[config.mk]
export PLATFORM = sky130hd
export DESIGN_NAME = tap_tempo_to_wiper_top
export DESIGN_NICKNAME = d
export VERILOG_FILES = /design/src/sv/ttw_pkg.sv /design/src/sv/tap_tempo_to_wiper_top.sv
export SDC_FILE = /design/constraint.sdc
export NUM_CORES = 1
export LEC_CHECK = 0
export ABC_CLOCK_PERIOD_IN_PS = 8600
export BUFFER_PORTS_ARGS = -buffer_cell sky130_fd_sc_hd__buf_2
export CAP_MARGIN = 20
export CORE_ASPECT_RATIO = 0.5
export CORE_UTILIZATION = 55
export CTS_CLUSTER_DIAMETER = 60
export CTS_CLUSTER_SIZE = 20
export DETAILED_ROUTE_END_ITERATION = 7
export PLACE_DENSITY = 0.72
export SLEW_MARGIN = 20
export SYNTH_ARGS = -nofsm -noshare
export SYNTH_HDL_FRONTEND = slang
export SYNTH_SLANG_ARGS = --single-unit
[constraint.sdc]
create_clock -name clk -period 8.6 [get_ports clk]
set_input_delay 0.86 -clock clk [delete_from_list [all_inputs] [get_ports clk]]
set_output_delay 0.86 -clock clk [all_outputs]
set_load 0.02 [all_outputs]
[src/sv/ttw_pkg.sv]
// ----------------------------------------------------------------------------
// ttw_pkg: shared types and constants for the tap tempo to wiper block
// Field widths, register codes, reset values, controller states and the
// fixed tempo table.
// ----------------------------------------------------------------------------
`default_nettype none

package ttw_pkg;

    localparam int TEMPO_W     = 11;
    localparam int ELAPSED_W   = 16;
    localparam int SCALE_W     = 17;
    localparam int WIPER_W     = 8;
    localparam int CFG_INDEX_W = 2;
    localparam int CFG_DATA_W  = 17;
    localparam int IN_DATA_W   = 8;
    localparam int OUT_DATA_W  = 24;
    localparam int TAPS_W      = 2;
    localparam int PROD_W      = ELAPSED_W + SCALE_W;
    localparam int SUM_W       = PROD_W + 2;
    localparam int RAW_W       = 17;
    localparam int FRAC_W      = 16;

    localparam int ROM_DEPTH   = 255;
    localparam int ROM_IDX_W   = 8;

    localparam int TABLE_SIZE_DEF = 255;
    localparam int MIN_TEMPO_DEF  = 41;

    localparam logic [TEMPO_W-1:0]   DELAY_MAX_RST   = TEMPO_W'(1184);
    localparam logic [SCALE_W-1:0]   TEMPO_SCALE_RST = SCALE_W'(65536);
    localparam logic [ELAPSED_W-1:0] TIMEOUT_RST     = ELAPSED_W'(1984);

    localparam logic [TAPS_W-1:0] TAPS_NONE = 2'd0;
    localparam logic [TAPS_W-1:0] TAPS_ONE  = 2'd1;
    localparam logic [TAPS_W-1:0] TAPS_TWO  = 2'd2;

    typedef enum logic [CFG_INDEX_W-1:0] {
        CFG_DELAY_MAX   = 2'd0,
        CFG_TEMPO_SCALE = 2'd1,
        CFG_TIMEOUT     = 2'd2
    } cfg_index_t;

    typedef enum logic {
        OP_TICK = 1'b0,
        OP_TAP  = 1'b1
    } opcode_t;

    typedef enum logic [3:0] {
        ST_IDLE,
        ST_MULT,
        ST_AVG,
        ST_SRCH_RD,
        ST_SRCH_CMP,
        ST_NEAR,
        ST_NEAR_LO,
        ST_NEAR_HI,
        ST_DONE
    } state_t;

    localparam logic [TEMPO_W-1:0] TEMPO_ROM [ROM_DEPTH] = '{
        11'd41,  11'd42,  11'd44,  11'd47,  11'd52,  11'd58,  11'd63,  11'd68,
        11'd73,  11'd77,  11'd82,  11'd86,  11'd90,  11'd95,  11'd99,  11'd104,
        11'd108, 11'd112, 11'd117, 11'd121, 11'd126, 11'd130, 11'd135, 11'd140,
        11'd145, 11'd149, 11'd154, 11'd159, 11'd164, 11'd168, 11'd173, 11'd177,
        11'd182, 11'd186, 11'd191, 11'd195, 11'd200, 11'd204, 11'd209, 11'd213,
        11'd217, 11'd221, 11'd225, 11'd230, 11'd234, 11'd238, 11'd243, 11'd247,
        11'd252, 11'd256, 11'd260, 11'd265, 11'd269, 11'd274, 11'd278, 11'd282,
        11'd287, 11'd292, 11'd296, 11'd301, 11'd305, 11'd310, 11'd315, 11'd319,
        11'd323, 11'd328, 11'd332, 11'd337, 11'd341, 11'd345, 11'd350, 11'd354,
        11'd359, 11'd363, 11'd367, 11'd372, 11'd376, 11'd380, 11'd384, 11'd388,
        11'd393, 11'd397, 11'd402, 11'd406, 11'd410, 11'd415, 11'd419, 11'd423,
        11'd427, 11'd431, 11'd436, 11'd440, 11'd444, 11'd449, 11'd453, 11'd458,
        11'd462, 11'd466, 11'd470, 11'd475, 11'd479, 11'd483, 11'd488, 11'd492,
        11'd496, 11'd501, 11'd505, 11'd510, 11'd514, 11'd518, 11'd523, 11'd527,
        11'd531, 11'd535, 11'd540, 11'd544, 11'd548, 11'd553, 11'd557, 11'd561,
        11'd566, 11'd570, 11'd574, 11'd579, 11'd583, 11'd587, 11'd591, 11'd595,
        11'd600, 11'd604, 11'd608, 11'd613, 11'd617, 11'd621, 11'd626, 11'd630,
        11'd634, 11'd638, 11'd642, 11'd646, 11'd651, 11'd655, 11'd659, 11'd663,
        11'd668, 11'd672, 11'd676, 11'd681, 11'd685, 11'd688, 11'd693, 11'd697,
        11'd701, 11'd706, 11'd710, 11'd718, 11'd723, 11'd727, 11'd731, 11'd735,
        11'd740, 11'd744, 11'd748, 11'd752, 11'd756, 11'd761, 11'd765, 11'd770,
        11'd773, 11'd778, 11'd782, 11'd786, 11'd791, 11'd795, 11'd799, 11'd803,
        11'd807, 11'd812, 11'd816, 11'd820, 11'd824, 11'd829, 11'd833, 11'd837,
        11'd841, 11'd846, 11'd850, 11'd854, 11'd858, 11'd862, 11'd866, 11'd871,
        11'd875, 11'd879, 11'd883, 11'd888, 11'd892, 11'd896, 11'd900, 11'd905,
        11'd909, 11'd913, 11'd917, 11'd921, 11'd925, 11'd929, 11'd933, 11'd938,
        11'd942, 11'd946, 11'd951, 11'd955, 11'd959, 11'd963, 11'd967, 11'd971,
        11'd976, 11'd980, 11'd984, 11'd988, 11'd992, 11'd996, 11'd1000, 11'd1005,
        11'd1009, 11'd1013, 11'd1018, 11'd1022, 11'd1027, 11'd1028, 11'd1033,
        11'd1038, 11'd1042, 11'd1046, 11'd1051, 11'd1055, 11'd1059, 11'd1063,
        11'd1068, 11'd1071, 11'd1076, 11'd1080, 11'd1084, 11'd1088, 11'd1093,
        11'd1097, 11'd1101, 11'd1105, 11'd1109, 11'd1113, 11'd1118, 11'd1122,
        11'd1126, 11'd1130, 11'd1134
    };

endpackage

`default_nettype wire

[src/sv/tap_tempo_to_wiper_top.sv]
// A tick or a first tap is taken while idle and gives no word.
// A timed tap gives its word after the states MULT, AVG, SRCH_RD/SRCH_CMP (binary search
// of the tempo table), NEAR, NEAR_LO and NEAR_HI (skipped at a table end), then DONE.
// No new tick or tap is taken during a lookup; ticks one per cycle while idle.
// Reset: rst_n asynchronous; taps, elapsed count and tempo clear, registers
// return to delay_max 1184, tempo_scale 65536, timeout_ms 1984.
// ----------------------------------------------------------------------------
// tap_tempo_to_wiper_top: tap tempo timer with nearest-entry table lookup
// Times taps from millisecond ticks, averages and clamps the tempo and
// searches the tempo table for the nearest wiper setting.
// ----------------------------------------------------------------------------
`default_nettype none

module tap_tempo_to_wiper_top #(
    parameter int TABLE_SIZE = ttw_pkg::TABLE_SIZE_DEF,
    parameter int MIN_TEMPO  = ttw_pkg::MIN_TEMPO_DEF
) (
    input  wire logic                             clk,
    input  wire logic                             rst_n,
    input  wire logic                             s_tvalid,
    output logic                                  s_tready,
    input  wire logic [ttw_pkg::IN_DATA_W-1:0]    s_tdata,  // [0] half_ms_passed
    input  wire logic [0:0]                       s_tuser,  // [0] opcode
    output logic                                  m_tvalid,
    input  wire logic                             m_tready,
    output logic [ttw_pkg::OUT_DATA_W-1:0]        m_tdata,  // [7:0] wiper, [18:8] tempo_ms
    input  wire logic                             cfg_wr_en,
    input  wire logic [ttw_pkg::CFG_INDEX_W-1:0]  cfg_index,
    input  wire logic [ttw_pkg::CFG_DATA_W-1:0]   cfg_wdata
);

    import ttw_pkg::*;

    localparam int ADDR_W = (TABLE_SIZE > 1) ? $clog2(TABLE_SIZE) : 1;
    localparam int POS_W  = $clog2(TABLE_SIZE + 1);
    localparam logic [POS_W-1:0] N_POS     = POS_W'(TABLE_SIZE);
    localparam logic [POS_W-1:0] STEP_INIT = POS_W'(1) << (POS_W - 1);

    state_t state_reg, state_next;

    logic [TEMPO_W-1:0]   delay_max_reg;
    logic [SCALE_W-1:0]   tempo_scale_reg;
    logic [ELAPSED_W-1:0] timeout_reg;

    logic [TAPS_W-1:0]    tap_count_reg;
    logic [ELAPSED_W-1:0] elapsed_reg;
    logic [TEMPO_W-1:0]   current_tempo_reg;

    logic [ELAPSED_W-1:0] mul_a_reg;
    logic                 second_tap_reg;
    logic [PROD_W-1:0]    product_reg;
    logic [TEMPO_W-1:0]   tempo_reg;
    logic [POS_W-1:0]     pos_reg;
    logic [POS_W-1:0]     step_reg;
    logic [TEMPO_W-1:0]   lo_val_reg;
    logic [WIPER_W-1:0]   wiper_pend_reg;
    logic [TEMPO_W-1:0]   rom_data_reg;

    logic                 m_tvalid_reg;
    logic [WIPER_W-1:0]   m_wiper_reg;
    logic [TEMPO_W-1:0]   m_tempo_reg;

    logic                 in_fire;
    logic                 is_tap;
    logic                 half_ms;
    logic                 out_free;
    logic [ADDR_W-1:0]    rom_addr;
    logic [POS_W-1:0]     probe;
    logic                 probe_ok;
    logic [ELAPSED_W-1:0] elapsed_inc;
    logic [ELAPSED_W-1:0] elapsed_half;
    logic [SUM_W-1:0]     avg_sum;
    logic [RAW_W-1:0]     tempo_raw;
    logic [RAW_W-1:0]     tempo_low;
    logic [TEMPO_W-1:0]   tempo_clamped;
    logic [TEMPO_W-1:0]   dist_hi;
    logic [TEMPO_W-1:0]   dist_lo;

    assign in_fire  = s_tvalid && s_tready;
    assign is_tap   = (s_tuser[0] == OP_TAP);
    assign half_ms  = s_tdata[0];
    assign out_free = !m_tvalid_reg || m_tready;
    assign probe    = pos_reg | step_reg;
    assign probe_ok = (probe <= N_POS);

    assign elapsed_inc  = (elapsed_reg != '1) ? elapsed_reg + 1'b1 : elapsed_reg;
    assign elapsed_half = half_ms ? elapsed_inc : elapsed_reg;

    assign avg_sum   = (SUM_W'(current_tempo_reg) << FRAC_W) + SUM_W'(product_reg)
                       + (SUM_W'(1) << FRAC_W);
    assign tempo_raw = second_tap_reg ? RAW_W'(product_reg >> FRAC_W)
                                      : RAW_W'(avg_sum >> (FRAC_W + 1));
    assign tempo_low = (tempo_raw < RAW_W'(MIN_TEMPO)) ? RAW_W'(MIN_TEMPO) : tempo_raw;
    assign tempo_clamped = (tempo_low > RAW_W'(delay_max_reg)) ? delay_max_reg
                                                               : tempo_low[TEMPO_W-1:0];

    assign dist_hi = rom_data_reg - tempo_reg;
    assign dist_lo = tempo_reg - lo_val_reg;

    // next state
    always_comb
    begin
        state_next = state_reg;
        unique case (state_reg)
            ST_IDLE:
            begin
                if (in_fire && is_tap && (tap_count_reg != TAPS_NONE))
                begin
                    state_next = ST_MULT;
                end
            end
            ST_MULT:     state_next = ST_AVG;
            ST_AVG:      state_next = ST_SRCH_RD;
            ST_SRCH_RD:
            begin
                if (probe_ok)
                begin
                    state_next = ST_SRCH_CMP;
                end
                else if (step_reg[0])
                begin
                    state_next = ST_NEAR;
                end
            end
            ST_SRCH_CMP: state_next = step_reg[0] ? ST_NEAR : ST_SRCH_RD;
            ST_NEAR:
            begin
                if ((pos_reg == '0) || (pos_reg == N_POS))
                begin
                    state_next = ST_DONE;
                end
                else
                begin
                    state_next = ST_NEAR_LO;
                end
            end
            ST_NEAR_LO:  state_next = ST_NEAR_HI;
            ST_NEAR_HI:  state_next = ST_DONE;
            ST_DONE:
            begin
                if (out_free)
                begin
                    state_next = ST_IDLE;
                end
            end
            default:     state_next = ST_IDLE;
        endcase
    end

    // outputs
    always_comb
    begin
        s_tready = 1'b0;
        rom_addr = '0;
        unique case (state_reg)
            ST_IDLE:     s_tready = 1'b1;
            ST_SRCH_RD:  rom_addr = ADDR_W'(probe - 1'b1);
            ST_NEAR:     rom_addr = ADDR_W'(pos_reg - 1'b1);
            ST_NEAR_LO:  rom_addr = ADDR_W'(pos_reg);
            default:     rom_addr = '0;
        endcase
    end

    always_ff @(posedge clk)
    begin
        rom_data_reg <= TEMPO_ROM[ROM_IDX_W'(rom_addr)];
    end

    always_ff @(posedge clk or negedge rst_n)
    begin
        if (!rst_n)
        begin
            state_reg         <= ST_IDLE;
            delay_max_reg     <= DELAY_MAX_RST;
            tempo_scale_reg   <= TEMPO_SCALE_RST;
            timeout_reg       <= TIMEOUT_RST;
            tap_count_reg     <= TAPS_NONE;
            elapsed_reg       <= '0;
            current_tempo_reg <= '0;
            m_tvalid_reg      <= 1'b0;
        end
        else
        begin
            state_reg <= state_next;

            if (cfg_wr_en)
            begin
                unique case (cfg_index)
                    CFG_DELAY_MAX:   delay_max_reg   <= cfg_wdata[TEMPO_W-1:0];
                    CFG_TEMPO_SCALE: tempo_scale_reg <= cfg_wdata[SCALE_W-1:0];
                    CFG_TIMEOUT:     timeout_reg     <= cfg_wdata[ELAPSED_W-1:0];
                    default:         delay_max_reg   <= delay_max_reg;
                endcase
            end

            if (in_fire)
            begin
                if (!is_tap)
                begin
                    if (elapsed_inc > timeout_reg)
                    begin
                        elapsed_reg   <= '0;
                        tap_count_reg <= TAPS_NONE;
                    end
                    else
                    begin
                        elapsed_reg <= elapsed_inc;
                    end
                end
                else
                begin
                    elapsed_reg   <= '0;
                    tap_count_reg <= (tap_count_reg == TAPS_NONE) ? TAPS_ONE : TAPS_TWO;
                end
            end

            if (state_reg == ST_AVG)
            begin
                current_tempo_reg <= tempo_clamped;
            end

            if ((state_reg == ST_DONE) && out_free)
            begin
                m_tvalid_reg <= 1'b1;
            end
            else if (m_tready)
            begin
                m_tvalid_reg <= 1'b0;
            end
        end
    end

    always_ff @(posedge clk)
    begin
        unique case (state_reg)
            ST_IDLE:
            begin
                mul_a_reg      <= elapsed_half;
                second_tap_reg <= (tap_count_reg == TAPS_ONE);
            end
            ST_MULT:
            begin
                product_reg <= PROD_W'(mul_a_reg) * PROD_W'(tempo_scale_reg);
            end
            ST_AVG:
            begin
                tempo_reg <= tempo_clamped;
                pos_reg   <= '0;
                step_reg  <= STEP_INIT;
            end
            ST_SRCH_RD:
            begin
                if (!probe_ok)
                begin
                    step_reg <= step_reg >> 1;
                end
            end
            ST_SRCH_CMP:
            begin
                if (rom_data_reg < tempo_reg)
                begin
                    pos_reg <= probe;
                end
                step_reg <= step_reg >> 1;
            end
            ST_NEAR:
            begin
                if (pos_reg == '0)
                begin
                    wiper_pend_reg <= '0;
                end
                else
                begin
                    wiper_pend_reg <= WIPER_W'(N_POS - 1'b1);
                end
            end
            ST_NEAR_LO:
            begin
                lo_val_reg <= rom_data_reg;
            end
            ST_NEAR_HI:
            begin
                if (dist_hi <= dist_lo)
                begin
                    wiper_pend_reg <= WIPER_W'(pos_reg);
                end
                else
                begin
                    wiper_pend_reg <= WIPER_W'(pos_reg - 1'b1);
                end
            end
            ST_DONE:
            begin
                if (out_free)
                begin
                    m_wiper_reg <= wiper_pend_reg;
                    m_tempo_reg <= tempo_reg;
                end
            end
            default:
            begin
                lo_val_reg <= lo_val_reg;
            end
        endcase
    end

    assign m_tvalid = m_tvalid_reg;
    assign m_tdata  = {{(OUT_DATA_W - WIPER_W - TEMPO_W){1'b0}}, m_tempo_reg, m_wiper_reg};

    a_tap_count_sat: assert property (@(posedge clk) disable iff (!rst_n)
        tap_count_reg != 2'd3)
        else $error("tap count beyond saturation");

    a_tick_timeout: assert property (@(posedge clk) disable iff (!rst_n)
        (in_fire && !is_tap && !cfg_wr_en) |=> (elapsed_reg <= timeout_reg))
        else $error("elapsed count above timeout after tick");

    a_search_pos: assert property (@(posedge clk) disable iff (!rst_n)
        ((state_reg == ST_SRCH_RD) || (state_reg == ST_SRCH_CMP)) |-> (pos_reg <= N_POS))
        else $error("search position beyond table");

    a_load_from_done: assert property (@(posedge clk) disable iff (!rst_n)
        $rose(m_tvalid_reg) |-> $past(state_reg == ST_DONE))
        else $error("result word without finished lookup");

    a_wiper_range: assert property (@(posedge clk) disable iff (!rst_n)
        m_tvalid_reg |-> (POS_W'(m_wiper_reg) < N_POS))
        else $error("wiper outside table");

endmodule

`default_nettype wire
==> metrics.md, run 1 <==
| Metric | Value |
|---|---|
| Status | `finished, final reports clean` |
| Synth Area per Inst | `between 9 and 10 um2` |
| CP max stage cell | `dfrtp_1` |
| Post-Synth Simple-Gate Area | `16.1%` |
| Final hold violations | `0` |
| CTS Sinks | `approximately 190` |
| I/O pin count | `59` |
| DRC errors left | `0` |
| Pre-antenna DRT Iters | `8` |
| Die W | `283 um` |
| Vias per cell | `approximately 6.0` |
| RSZ-0062 raised after global routing | `no` |
| Largest net degree at the start of global routing | `79` |
| Antenna violations before repair | `1` |
| Mux cell area share after synthesis | `3.07%` |
| Row count | `51` |
| Cts hold-fix bufs | `0` |
| Fmax | `134 MHz` |
| Post-Synthesis Cells | `roughly 2400` |
| Crit-path max FO | `17` |
| Final setup fails | `0` |
| Post-CTS Setup Bufs | `0` |
| Startpoint Class | `flip-flop` |
| Clock Latency Late Sink | `0.46 ns` |
| Fill cell count | `3345` |
| Number of synthesized register bits | `188` |
| Post-layout min period | `7.45 ns` |
| GR Overflow Total | `0` |
| PostCTS Resize Cnt | `0` |
| First-pass GRT wire length | `87500 um` |
| Gpl congestion | `0.928` |
| Final layout net count | `2794` |
| Top_reg_cell synth | `edfxtp_1` |
| Area of the die | `40300 um2` |
| All-Layer GR Usage | `27.2%` |
| Max-Cap Viols | `0` |
| CTS tree | `done` |
| Initial core utilization | `55.8%` |
| XOR/XNOR Fraction of Synth Area | `2.54%` |
| CTS root buf | `clkbuf_16` |
| Share of layout cells above drive strength 1 | `just under 9%` |
| Die height | `approximately 140 um` |
| Worst path most repeated cell | `fa_1` |
| Largest stage delay on the critical path | `0.87 ns` |
| Hold Crit Class | `in2async` |
| Crit-path leading delay family | `adder cells` |
| Number of synthesized flops with an enable pin | `a little under 100` |
| Multi-input logic area | `14800 um2` |
| Area Growth Syn to Fin | `5.39%` |
| Fin crit share | `86.6%` |
| Number of CTS-inserted buffers | `17` |
| WS Path Type | `reg2reg` |
| Worst-Margin Slew | `1.09 ns` |
| Distinct cells, synth | `98` |
| Arr. time, crit path | `around 7.7 ns` |
| Post-synthesis cell area | `around 22000 um2` |
| Leading cell types in the layout, fill and taps excluded | `inv_1 (334), nand2_1 (292), fa_1 (210)` |
| Reg clk slew, reported paths | `roughly 0.08 ns` |
| Main combinational cell family by area after synthesis | `adder cells` |
| Drt initial violations | `1588` |
| Max-slew violations | `0` |
| Synth warn | `0` |
| Setup TNS Final | `0 ns` |
| Vias after detailed routing | `17300` |
| CP required | `8.80 ns` |
| Post-synthesis async set-or-reset flop share | `41.5%` |
| Max-slew headroom | `a little over a quarter` |
| Skew final | `0.0207 ns` |
| Clk buf depth | `2` |
| CTS H-tree depth | `4` |
| Compound-gate portion of the synthesized area | `14.7%` |
| Register area | `around 5200 um2` |
| Synth Area in Adders | `31.2%` |
| Post-synthesis sequential area ratio | `about a quarter` |
| CP Capture Type | `flip-flop` |
| Port bufs | `46` |
| Commonest non-fill, non-tap cell in the layout | `inv_1` |
| Core area | `roughly 40000 um2` |
| WL final | `between 50000 and 60000 um` |
| Crit path buf inv count | `5` |
| Crit-path cells | `nand2_1 > fa_1 > inv_1 > fa_1 > inv_1 > fa_1 > inv_1 > fa_1 > inv_1 > fa_1 > inv_1 > fa_1 > ha_1 > a21o_1 > a21o_1 > a2111oi_0 > nor3_1 > a31oi_1 > o21ai_0 > o41ai_2 > o21bai_1 > xor2_1` |
| DRT antenna net count | `0` |
| Detailed Place HPWL | `between 30000 and 40000 um` |
| Wirelength per Cell | `roughly 19 um` |
| Vias in the first global route | `16800` |
==> area by class of cell <==
type,instances,share of cell area [%]
repair buffers,66,1.69
multi-input cells,1737,64.5
diodes,1,0.0109
flip-flops and latches,188,22.5
clock buffers,17,1.86
well taps,530,2.90
inverters,338,5.55
clock inverters,15,0.930
==> metrics by stage <==
| step | hold slack [ns] | instance area, um2 | instances | utilization, % | setup WS (ns) |
|---|---|---|---|---|---|
| 2_1_floorplan | 0.400 | 21700 | 2398 | - | 1.94 |
| 3_3_place_gp | 0.404 | 22200 | 2859 | 57.2 | 1.31 |
| 3_5_place_dp | 0.409 | 22200 | 2859 | 57.2 | 1.21 |
| 4_1_cts | 0.427 | 22900 | 2891 | 58.8 | 1.18 |
| 5_1_grt | 0.436 | 22900 | 2892 | 58.9 | 0.803 |
| 6_report | 0.422 | 22900 | 2892 | 58.9 | 1.15 |
==> cell usage after synthesis (all sizes together) (11+ instances only) <==
library cell  count  area [um2]
a31oi            17         106
and2            105         657
ha              203        2540
a21o             24         180
fa              210        4200
a221oi           11        96.3
dfxtp            11         220
a21oi           102         529
xor2             17         149
dfrtp            69        1730
clkbuf           88         330
mux2             49         567
o31ai            18         149
nor3             48         262
and3             15        93.8
nor2b            18         113
nand4            19         119
nand2           292        1100
o22ai            15        93.8
edfxtp           99        2970
o211ai           26         200
nor2            129         484
inv             337        1260
buf              47         263
nand3            41         210
xnor2            46         403
o21ai           106         534
o21a             22         165
a211oi           27         203
==> worst register-to-register path: cells and delay by family, from the launching register on <==
kind            cells  cell delay [ns]
compound gates      7             2.16
xor+xnor            1             0.16
fa+ha+maj           7             3.44
buf+inv             5             0.28
flops               1             0.87
simple gates        2             0.28
==> worst paths after layout <==
path | start | endpoint | slack (ns) | cells past startpoint
worst max-delay path | tempo_scale_reg[11] | product_reg[31] | 1.15 | 22
max in group asynchronous | rst_n | current_tempo_reg[4] | 7.66 | 1
min in group clk | wiper_pend_reg[7] | m_wiper_reg[7] | 0.43 | 0
worst min-delay path | rst_n | m_tvalid | 0.42 | 1
worst max register to register | tempo_scale_reg[11] | product_reg[31] | 1.15 | 22
worst min register to register | wiper_pend_reg[7] | m_wiper_reg[7] | 0.43 | 0
==> cells by family after synthesis <==
kind of cell,count (synthesis)
buf+inv,473
simple gates,728
mux,59
fa+ha+maj,415
compound gates,467
xor+xnor,63
other cells,1
flops,188
==> routing by layer <==
layer / vias up / track usage (%) / part of all wire (%)
met3: 115 / 4.26 / 7.4
met2: 736 / 43.5 / 46
met4: 0 / 9.58 / 2.8
li1: 7998 / - / -
met5: - / 0 / 0
met1: 8446 / 37.6 / 44
Power of run 1 is not shown: default switching activity piles up to over one toggle a cycle in this logic, so the estimate is an artifact.
==> run 2, diff against run 1 <==
--- a/config.mk
+++ b/config.mk
@@ -13,7 +13,7 @@
 export CTS_CLUSTER_DIAMETER = 60
 export CTS_CLUSTER_SIZE = 20
 export DETAILED_ROUTE_END_ITERATION = 7
-export PLACE_DENSITY = 0.72
+export PLACE_DENSITY = 0.73
 export SLEW_MARGIN = 20
 export SYNTH_ARGS = -nofsm -noshare
 export SYNTH_HDL_FRONTEND = slang
==> run 2 against run 1 <==
Global-route usage up 0.10 points. Fmax up 1.8%. Setup slack better by 0.13 ns. Sequential share of layout area up 0.070 points. Die area unchanged. Critical path type unchanged. Routed wire length down 0.11%. Flip-flop and latch count unchanged. Design area down 0.31%.
==> metrics.md, run 2 (synthesized netlist as in run 1, its figures left out) <==
| Metric | Value |
|---|---|
| Status | `finished, final reports clean` |
| Number of stages on the worst setup path | `21 (-4.5%)` |
| Vias after detailed routing | `17500 (+0.93%)` |
| Worst-Margin Slew | `0.973 ns (-0.120 ns)` |
| Final WS setup | `1.28 ns (+0.130 ns)` |
| Worst path most repeated cell | `fa_1` |
| RSZ-0062 raised after global routing | `no` |
| Reg2reg setup slack | `1.28 ns (+0.13 ns)` |
| Wirelength per Cell | `18.7 um (about the same)` |
| Die W | `283 um (unchanged)` |
| DRC errors left | `0 (unchanged)` |
| Arr. time, crit path | `7.52 ns (-0.13 ns)` |
| Die height | `142 um (unchanged)` |
| Placed Cells incl. Taps | `2857 (-0.070%)` |
| Vias in the first global route | `17000 (+0.93%)` |
| CP Capture Type | `flip-flop` |
| Crit-path cells | `nand2_1 > fa_1 > inv_1 > fa_1 > inv_1 > fa_1 > fa_1 > inv_1 > fa_1 > inv_1 > fa_1 > inv_1 > ha_1 > a21oi_1 > o21ai_0 > a41o_1 > a31oi_1 > o21ai_0 > o41ai_2 > o21bai_1 > xor2_1` |
| CP max stage cell | `dfrtp_1` |
| Largest net degree at the start of global routing | `79 (unchanged)` |
| DRT antenna net count | `0 (unchanged)` |
| Crit-path max FO | `17 (unchanged)` |
| Final setup fails | `0 (unchanged)` |
| Max-slew violations | `0 (unchanged)` |
| Commonest non-fill, non-tap cell in the layout | `inv_1` |
| I/O pin count | `59 (unchanged)` |
| CTS H-tree depth | `4 (unchanged)` |
| Reg2Reg Depth | `21 (-4.5%)` |
| Skew final | `0.0128 ns (-0.00789 ns)` |
| Gpl congestion | `0.974 (+4.9%)` |
| Port bufs | `46 (unchanged)` |
| WL final | `53900 um (-0.11%)` |
| Reg clk slew, reported paths | `0.08 ns (about the same)` |
| All-Layer GR Usage | `27.3% (+0.10 points)` |
| Antenna violations before repair | `2 (+1)` |
| Max-slew headroom | `35.0% (+8.1 points)` |
| Clock Latency Late Sink | `0.45 ns (about the same)` |
| Critical hold path startpoint | `wiper_pend_reg[1]` |
| CTS Sinks | `188 (unchanged)` |
| Crit path buf inv count | `5 (unchanged)` |
| Max Used Layer | `met5` |
| Row count | `51 (unchanged)` |
| Hold depth | `0` |
| Fmax | `137 MHz (+1.8%)` |
| Met3 routed WL | `3920 um (-1.7%)` |
| Max-Cap Viols | `0 (unchanged)` |
| Post-layout min period | `7.32 ns (-0.130 ns)` |
| Core area | `38900 um2 (unchanged)` |
| Drt initial violations | `1712 (+7.8%)` |
| Fin cells | `2890 (-0.069%)` |
| GR Overflow Total | `0 (unchanged)` |
| Fill cell count | `3295 (-1.5%)` |
| FF-to-FF End | `product_reg[31]` |
| Cell Area, Placed | `22200 um2 (about the same)` |
| Pre-CTS setup slack | `1.28 ns (+0.0697 ns)` |
| First-pass GRT wire length | `88500 um (+1.1%)` |
| Met1 WL | `23300 um (-2.3%)` |
| Area Growth Syn to Fin | `5.06%` |
| PostCTS Resize Cnt | `0 (unchanged)` |
| Hold Crit Class | `reg2reg` |
| Largest stage delay on the critical path | `0.91 ns (+0.04 ns)` |
| R2R Path Start | `tempo_scale_reg[9]` |
| Cts hold-fix bufs | `0 (unchanged)` |
| Final hold violations | `0 (unchanged)` |
| Number of CTS-inserted buffers | `17 (unchanged)` |
| Fin crit share | `85.1% (-1.5 points)` |
| CTS root buf | `clkbuf_16` |
| CP required | `8.80 ns (about the same)` |
| Pre-antenna DRT Iters | `6 (-2)` |
| Share of layout cells above drive strength 1 | `8.56% (-0.077 points)` |
| Vias per cell | `6.04 (+1.0%)` |
| Metal2 WL | `25200 um (+2.0%)` |
| Leading cell types in the layout, fill and taps excluded | `inv_1 (334), nand2_1 (292), fa_1 (210)` |
| Crit-path leading delay family | `adder cells` |
| Detailed Place HPWL | `39500 um (+0.78%)` |
| Setup TNS Final | `0 ns (unchanged)` |
| Clk buf depth | `2 (unchanged)` |
| Hold Path End | `m_wiper_reg[1]` |
| Final layout net count | `2792 (-0.072%)` |
| Area of the die | `40300 um2 (unchanged)` |
| WS Path Type | `reg2reg` |
| CTS tree | `done` |
| Post-CTS Setup Bufs | `0 (unchanged)` |
| Design area | `22800 um2 (-0.31%)` |
| Startpoint Class | `flip-flop` |
| Initial core utilization | `55.8% (unchanged)` |
-- run 2: cell types whose count changed in the layout (fill, tap and decap cells not counted) --
cell	change
clkinv_4	+1
inv_8	-1
bufinv_16	-1
buf_4	-2
inv_12	-2
inv_6	+3
clkinv_8	-2
nor2b_4	+1
nor2b_2	-1
clkinv_2	+2
-- run 2: area by class of cell --
class	count	area, um2	area share (%)
clock buffers	17	425	1.87
diodes	1	2.50	0.0110
well taps	530	663	2.91
repair buffers	64	372	1.63
flip-flops and latches	188	5160	22.6
inverters	338	1270	5.56
clock inverters	15	151	0.664
multi-input cells	1737	14800	64.7
-- run 2: worst max-delay path by stage --
stage,endpoint,startpoint
after floorplan,product_reg[31],mul_a_reg[6]
after global placement,product_reg[31],tempo_scale_reg[12]
after detailed placement,product_reg[31],mul_a_reg[15]
after CTS,product_reg[31],mul_a_reg[15]
after global routing,product_reg[31],mul_a_reg[15]
final,product_reg[31],tempo_scale_reg[9]
-- run 2: worst reg2reg max path, stage by stage, from the launching register on --
cell      delay (ns)
dfrtp_1         0.91
nand2_1         0.20
fa_1            0.57
inv_1           0.05
fa_1            0.54
inv_1           0.06
fa_1            0.47
fa_1            0.50
inv_1           0.07
fa_1            0.55
inv_1           0.06
fa_1            0.58
inv_1           0.05
ha_1            0.31
a21oi_1         0.14
o21ai_0         0.11
a41o_1          0.31
a31oi_1         0.48
o21ai_0         0.32
o41ai_2         0.49
o21bai_1        0.15
xor2_1          0.16
-- run 2: layer usage --
layer	vias up	global-route usage (%)
met5	-	0
met4	2	9.07
met3	144	3.51
met2	770	45.0
met1	8530	37.4
li1	8010	-
-- run 2: stage by stage --
step | hold slack (ns) | util (%)
after floorplan | 0.400 | -
after global placement | 0.409 | 57.1
after detailed placement | 0.407 | 57.1
after CTS | 0.433 | 58.6
after global routing | 0.436 | 58.7
final | 0.428 | 58.7
Power of run 2 is left out for the same reason.
==> run 3, diff against run 2 <==
--- a/config.mk
+++ b/config.mk
@@ -7,13 +7,13 @@
 export LEC_CHECK = 0
 export ABC_CLOCK_PERIOD_IN_PS = 8600
 export BUFFER_PORTS_ARGS = -buffer_cell sky130_fd_sc_hd__buf_2
-export CAP_MARGIN = 20
 export CORE_ASPECT_RATIO = 0.5
 export CORE_UTILIZATION = 55
 export CTS_CLUSTER_DIAMETER = 60
 export CTS_CLUSTER_SIZE = 20
 export DETAILED_ROUTE_END_ITERATION = 7
 export PLACE_DENSITY = 0.73
+export RECOVER_POWER = 25
 export SLEW_MARGIN = 20
 export SYNTH_ARGS = -nofsm -noshare
 export SYNTH_HDL_FRONTEND = slang
==> run 3 against run 2 <==
The flow now finishes with violations (capacitance limit, slew limit). Register-to-register slack about the same. Utilization about the same. Setup slack about the same. Design area about the same. Die area unchanged. Hold slack about the same. First-iteration DRC count unchanged. Flip-flop and latch count unchanged.
==> metrics.md, run 3 (synthesized netlist as in run 1, its figures left out) <==
| Metric | Value |
|---|---|
| Max-slew headroom | `-188% (-220 points)` |
| DRT antenna net count | `0 (unchanged)` |
| Area Growth Syn to Fin | `5.03% (about the same)` |
| Placed Cells incl. Taps | `2857 (unchanged)` |
| Share of layout cells above drive strength 1 | `8.52% (-0.042 points)` |
| Fin crit share | `85.1% (about the same)` |
| WL final | `53900 um (about the same)` |
| CP max stage cell | `dfrtp_1` |
| CTS Sinks | `188 (unchanged)` |
| Detailed Place HPWL | `39500 um (unchanged)` |
| Cell Area, Placed | `22200 um2 (unchanged)` |
| Hold depth | `0 (unchanged)` |
| Reg2Reg Depth | `21 (unchanged)` |
| Antenna violations before repair | `2 (unchanged)` |
| Worst-Margin Slew | `4.32 ns (+3.35 ns)` |
| DRC errors left | `0 (unchanged)` |
| Die W | `283 um (unchanged)` |
| Startpoint Class | `flip-flop` |
| Final hold violations | `0 (unchanged)` |
| Fin cells | `2890 (unchanged)` |
| Post-layout min period | `7.32 ns (+0.0000100 ns)` |
| FF-to-FF End | `product_reg[31]` |
| Crit path buf inv count | `5 (unchanged)` |
| Critical hold path startpoint | `wiper_pend_reg[1]` |
| I/O pin count | `59 (unchanged)` |
| Drt initial violations | `1712 (unchanged)` |
| Reg2reg setup slack | `1.28 ns (about the same)` |
| Failing checks | `capacitance limit, slew limit` |
| Final setup fails | `0 (unchanged)` |
| Worst path most repeated cell | `fa_1` |
| Largest net degree at the start of global routing | `79 (unchanged)` |
| CP Capture Type | `flip-flop` |
| Area of the die | `40300 um2 (unchanged)` |
| Initial core utilization | `55.8% (unchanged)` |
| Number of CTS-inserted buffers | `17 (unchanged)` |
| Setup TNS Final | `0 ns (unchanged)` |
| Max-Cap Viols | `1 (+1)` |
| WS Path Type | `reg2reg` |
| Hold Crit Class | `reg2reg` |
| Hold slack | `0.428 ns (+0.0000580 ns)` |
| PostCTS Resize Cnt | `0 (unchanged)` |
| Vias per cell | `6.04 (about the same)` |
| CTS H-tree depth | `4 (unchanged)` |
| Vias in the first global route | `17000 (unchanged)` |
| Wirelength per Cell | `18.7 um (about the same)` |
| Arr. time, crit path | `7.52 ns (about the same)` |
| Row count | `51 (unchanged)` |
| Largest stage delay on the critical path | `0.91 ns (about the same)` |
| Design area | `22800 um2 (about the same)` |
| Skew final | `0.0128 ns (unchanged)` |
| Final layout net count | `2792 (unchanged)` |
| Leading cell types in the layout, fill and taps excluded | `inv_1 (334), nand2_1 (292), fa_1 (210)` |
| CTS tree | `done` |
| R2R Path Start | `tempo_scale_reg[9]` |
| Cts hold-fix bufs | `0 (unchanged)` |
| Post-CTS Setup Bufs | `0 (unchanged)` |
| Reg clk slew, reported paths | `0.08 ns (about the same)` |
| Pre-antenna DRT Iters | `6 (unchanged)` |
| Vias after detailed routing | `17500 (+0.017%)` |
| Gpl congestion | `0.974 (unchanged)` |
| RSZ-0062 raised after global routing | `no` |
| Die height | `142 um (unchanged)` |
| Fmax | `137 MHz (about the same)` |
| Max-slew violations | `79 (+79)` |
| Commonest non-fill, non-tap cell in the layout | `inv_1` |
| Clk buf depth | `2 (unchanged)` |
| Core area | `38900 um2 (unchanged)` |
| Crit-path cells | `nand2_1 > fa_1 > inv_1 > fa_1 > inv_1 > fa_1 > fa_1 > inv_1 > fa_1 > inv_1 > fa_1 > inv_1 > ha_1 > a21oi_1 > o21ai_0 > a41o_1 > a31oi_1 > o21ai_0 > o41ai_2 > o21bai_1 > xor2_1` |
| First-pass GRT wire length | `88500 um (unchanged)` |
| GR Overflow Total | `0 (unchanged)` |
| Crit-path leading delay family | `adder cells` |
| CTS root buf | `clkbuf_16` |
| CP required | `8.80 ns (about the same)` |
| Port bufs | `46 (unchanged)` |
| Hold Path End | `m_wiper_reg[1]` |
| Clock Latency Late Sink | `0.45 ns (about the same)` |
| Crit-path max FO | `17 (unchanged)` |
| Status | `complete, but fails checks` |
| Fill cell count | `3297 (+0.061%)` |
| All-Layer GR Usage | `27.3% (unchanged)` |
-- run 3: metal layers --
metal	vias up	GRT usage, %	wire [um]
met2	775	45.0	25200
met3	142	3.51	3930
met5	-	0	13
met1	8531	37.4	23300
met4	2	9.07	1560
li1	8009	-	-
-- run 3: how the worst max path moves through the flow --
stage | slack, ns | endpoint | cells after the start | start
after global routing | 0.75 | product_reg[31] | 21 | mul_a_reg[15]
after floorplan | 1.94 | product_reg[31] | 24 | mul_a_reg[6]
after detailed placement | 1.28 | product_reg[31] | 21 | mul_a_reg[15]
after CTS | 1.28 | product_reg[31] | 21 | mul_a_reg[15]
after global placement | 1.42 | product_reg[31] | 22 | tempo_scale_reg[12]
final | 1.28 | product_reg[31] | 21 | tempo_scale_reg[9]
-- run 3: final cells by class --
type                       count  area [um2]  area share [%]
sequential                   188        5160            22.6
clock inverter                15         151           0.664
timing repair buffer          64         364            1.60
antenna                        1        2.50          0.0110
multi-input combinational   1737       14800            64.8
inverter                     338        1270            5.57
clock buffer                  17         425            1.87
tap                          530         663            2.91
-- run 3: stage by stage --
stage | worst slack, ns | utilization, %
floorplan | 1.94 | -
global placement | 1.42 | 57.1
detailed placement | 1.28 | 57.1
CTS | 1.28 | 58.6
global route | 0.745 | 58.7
finish | 1.28 | 58.7
Power of run 3 is left out for the same reason.
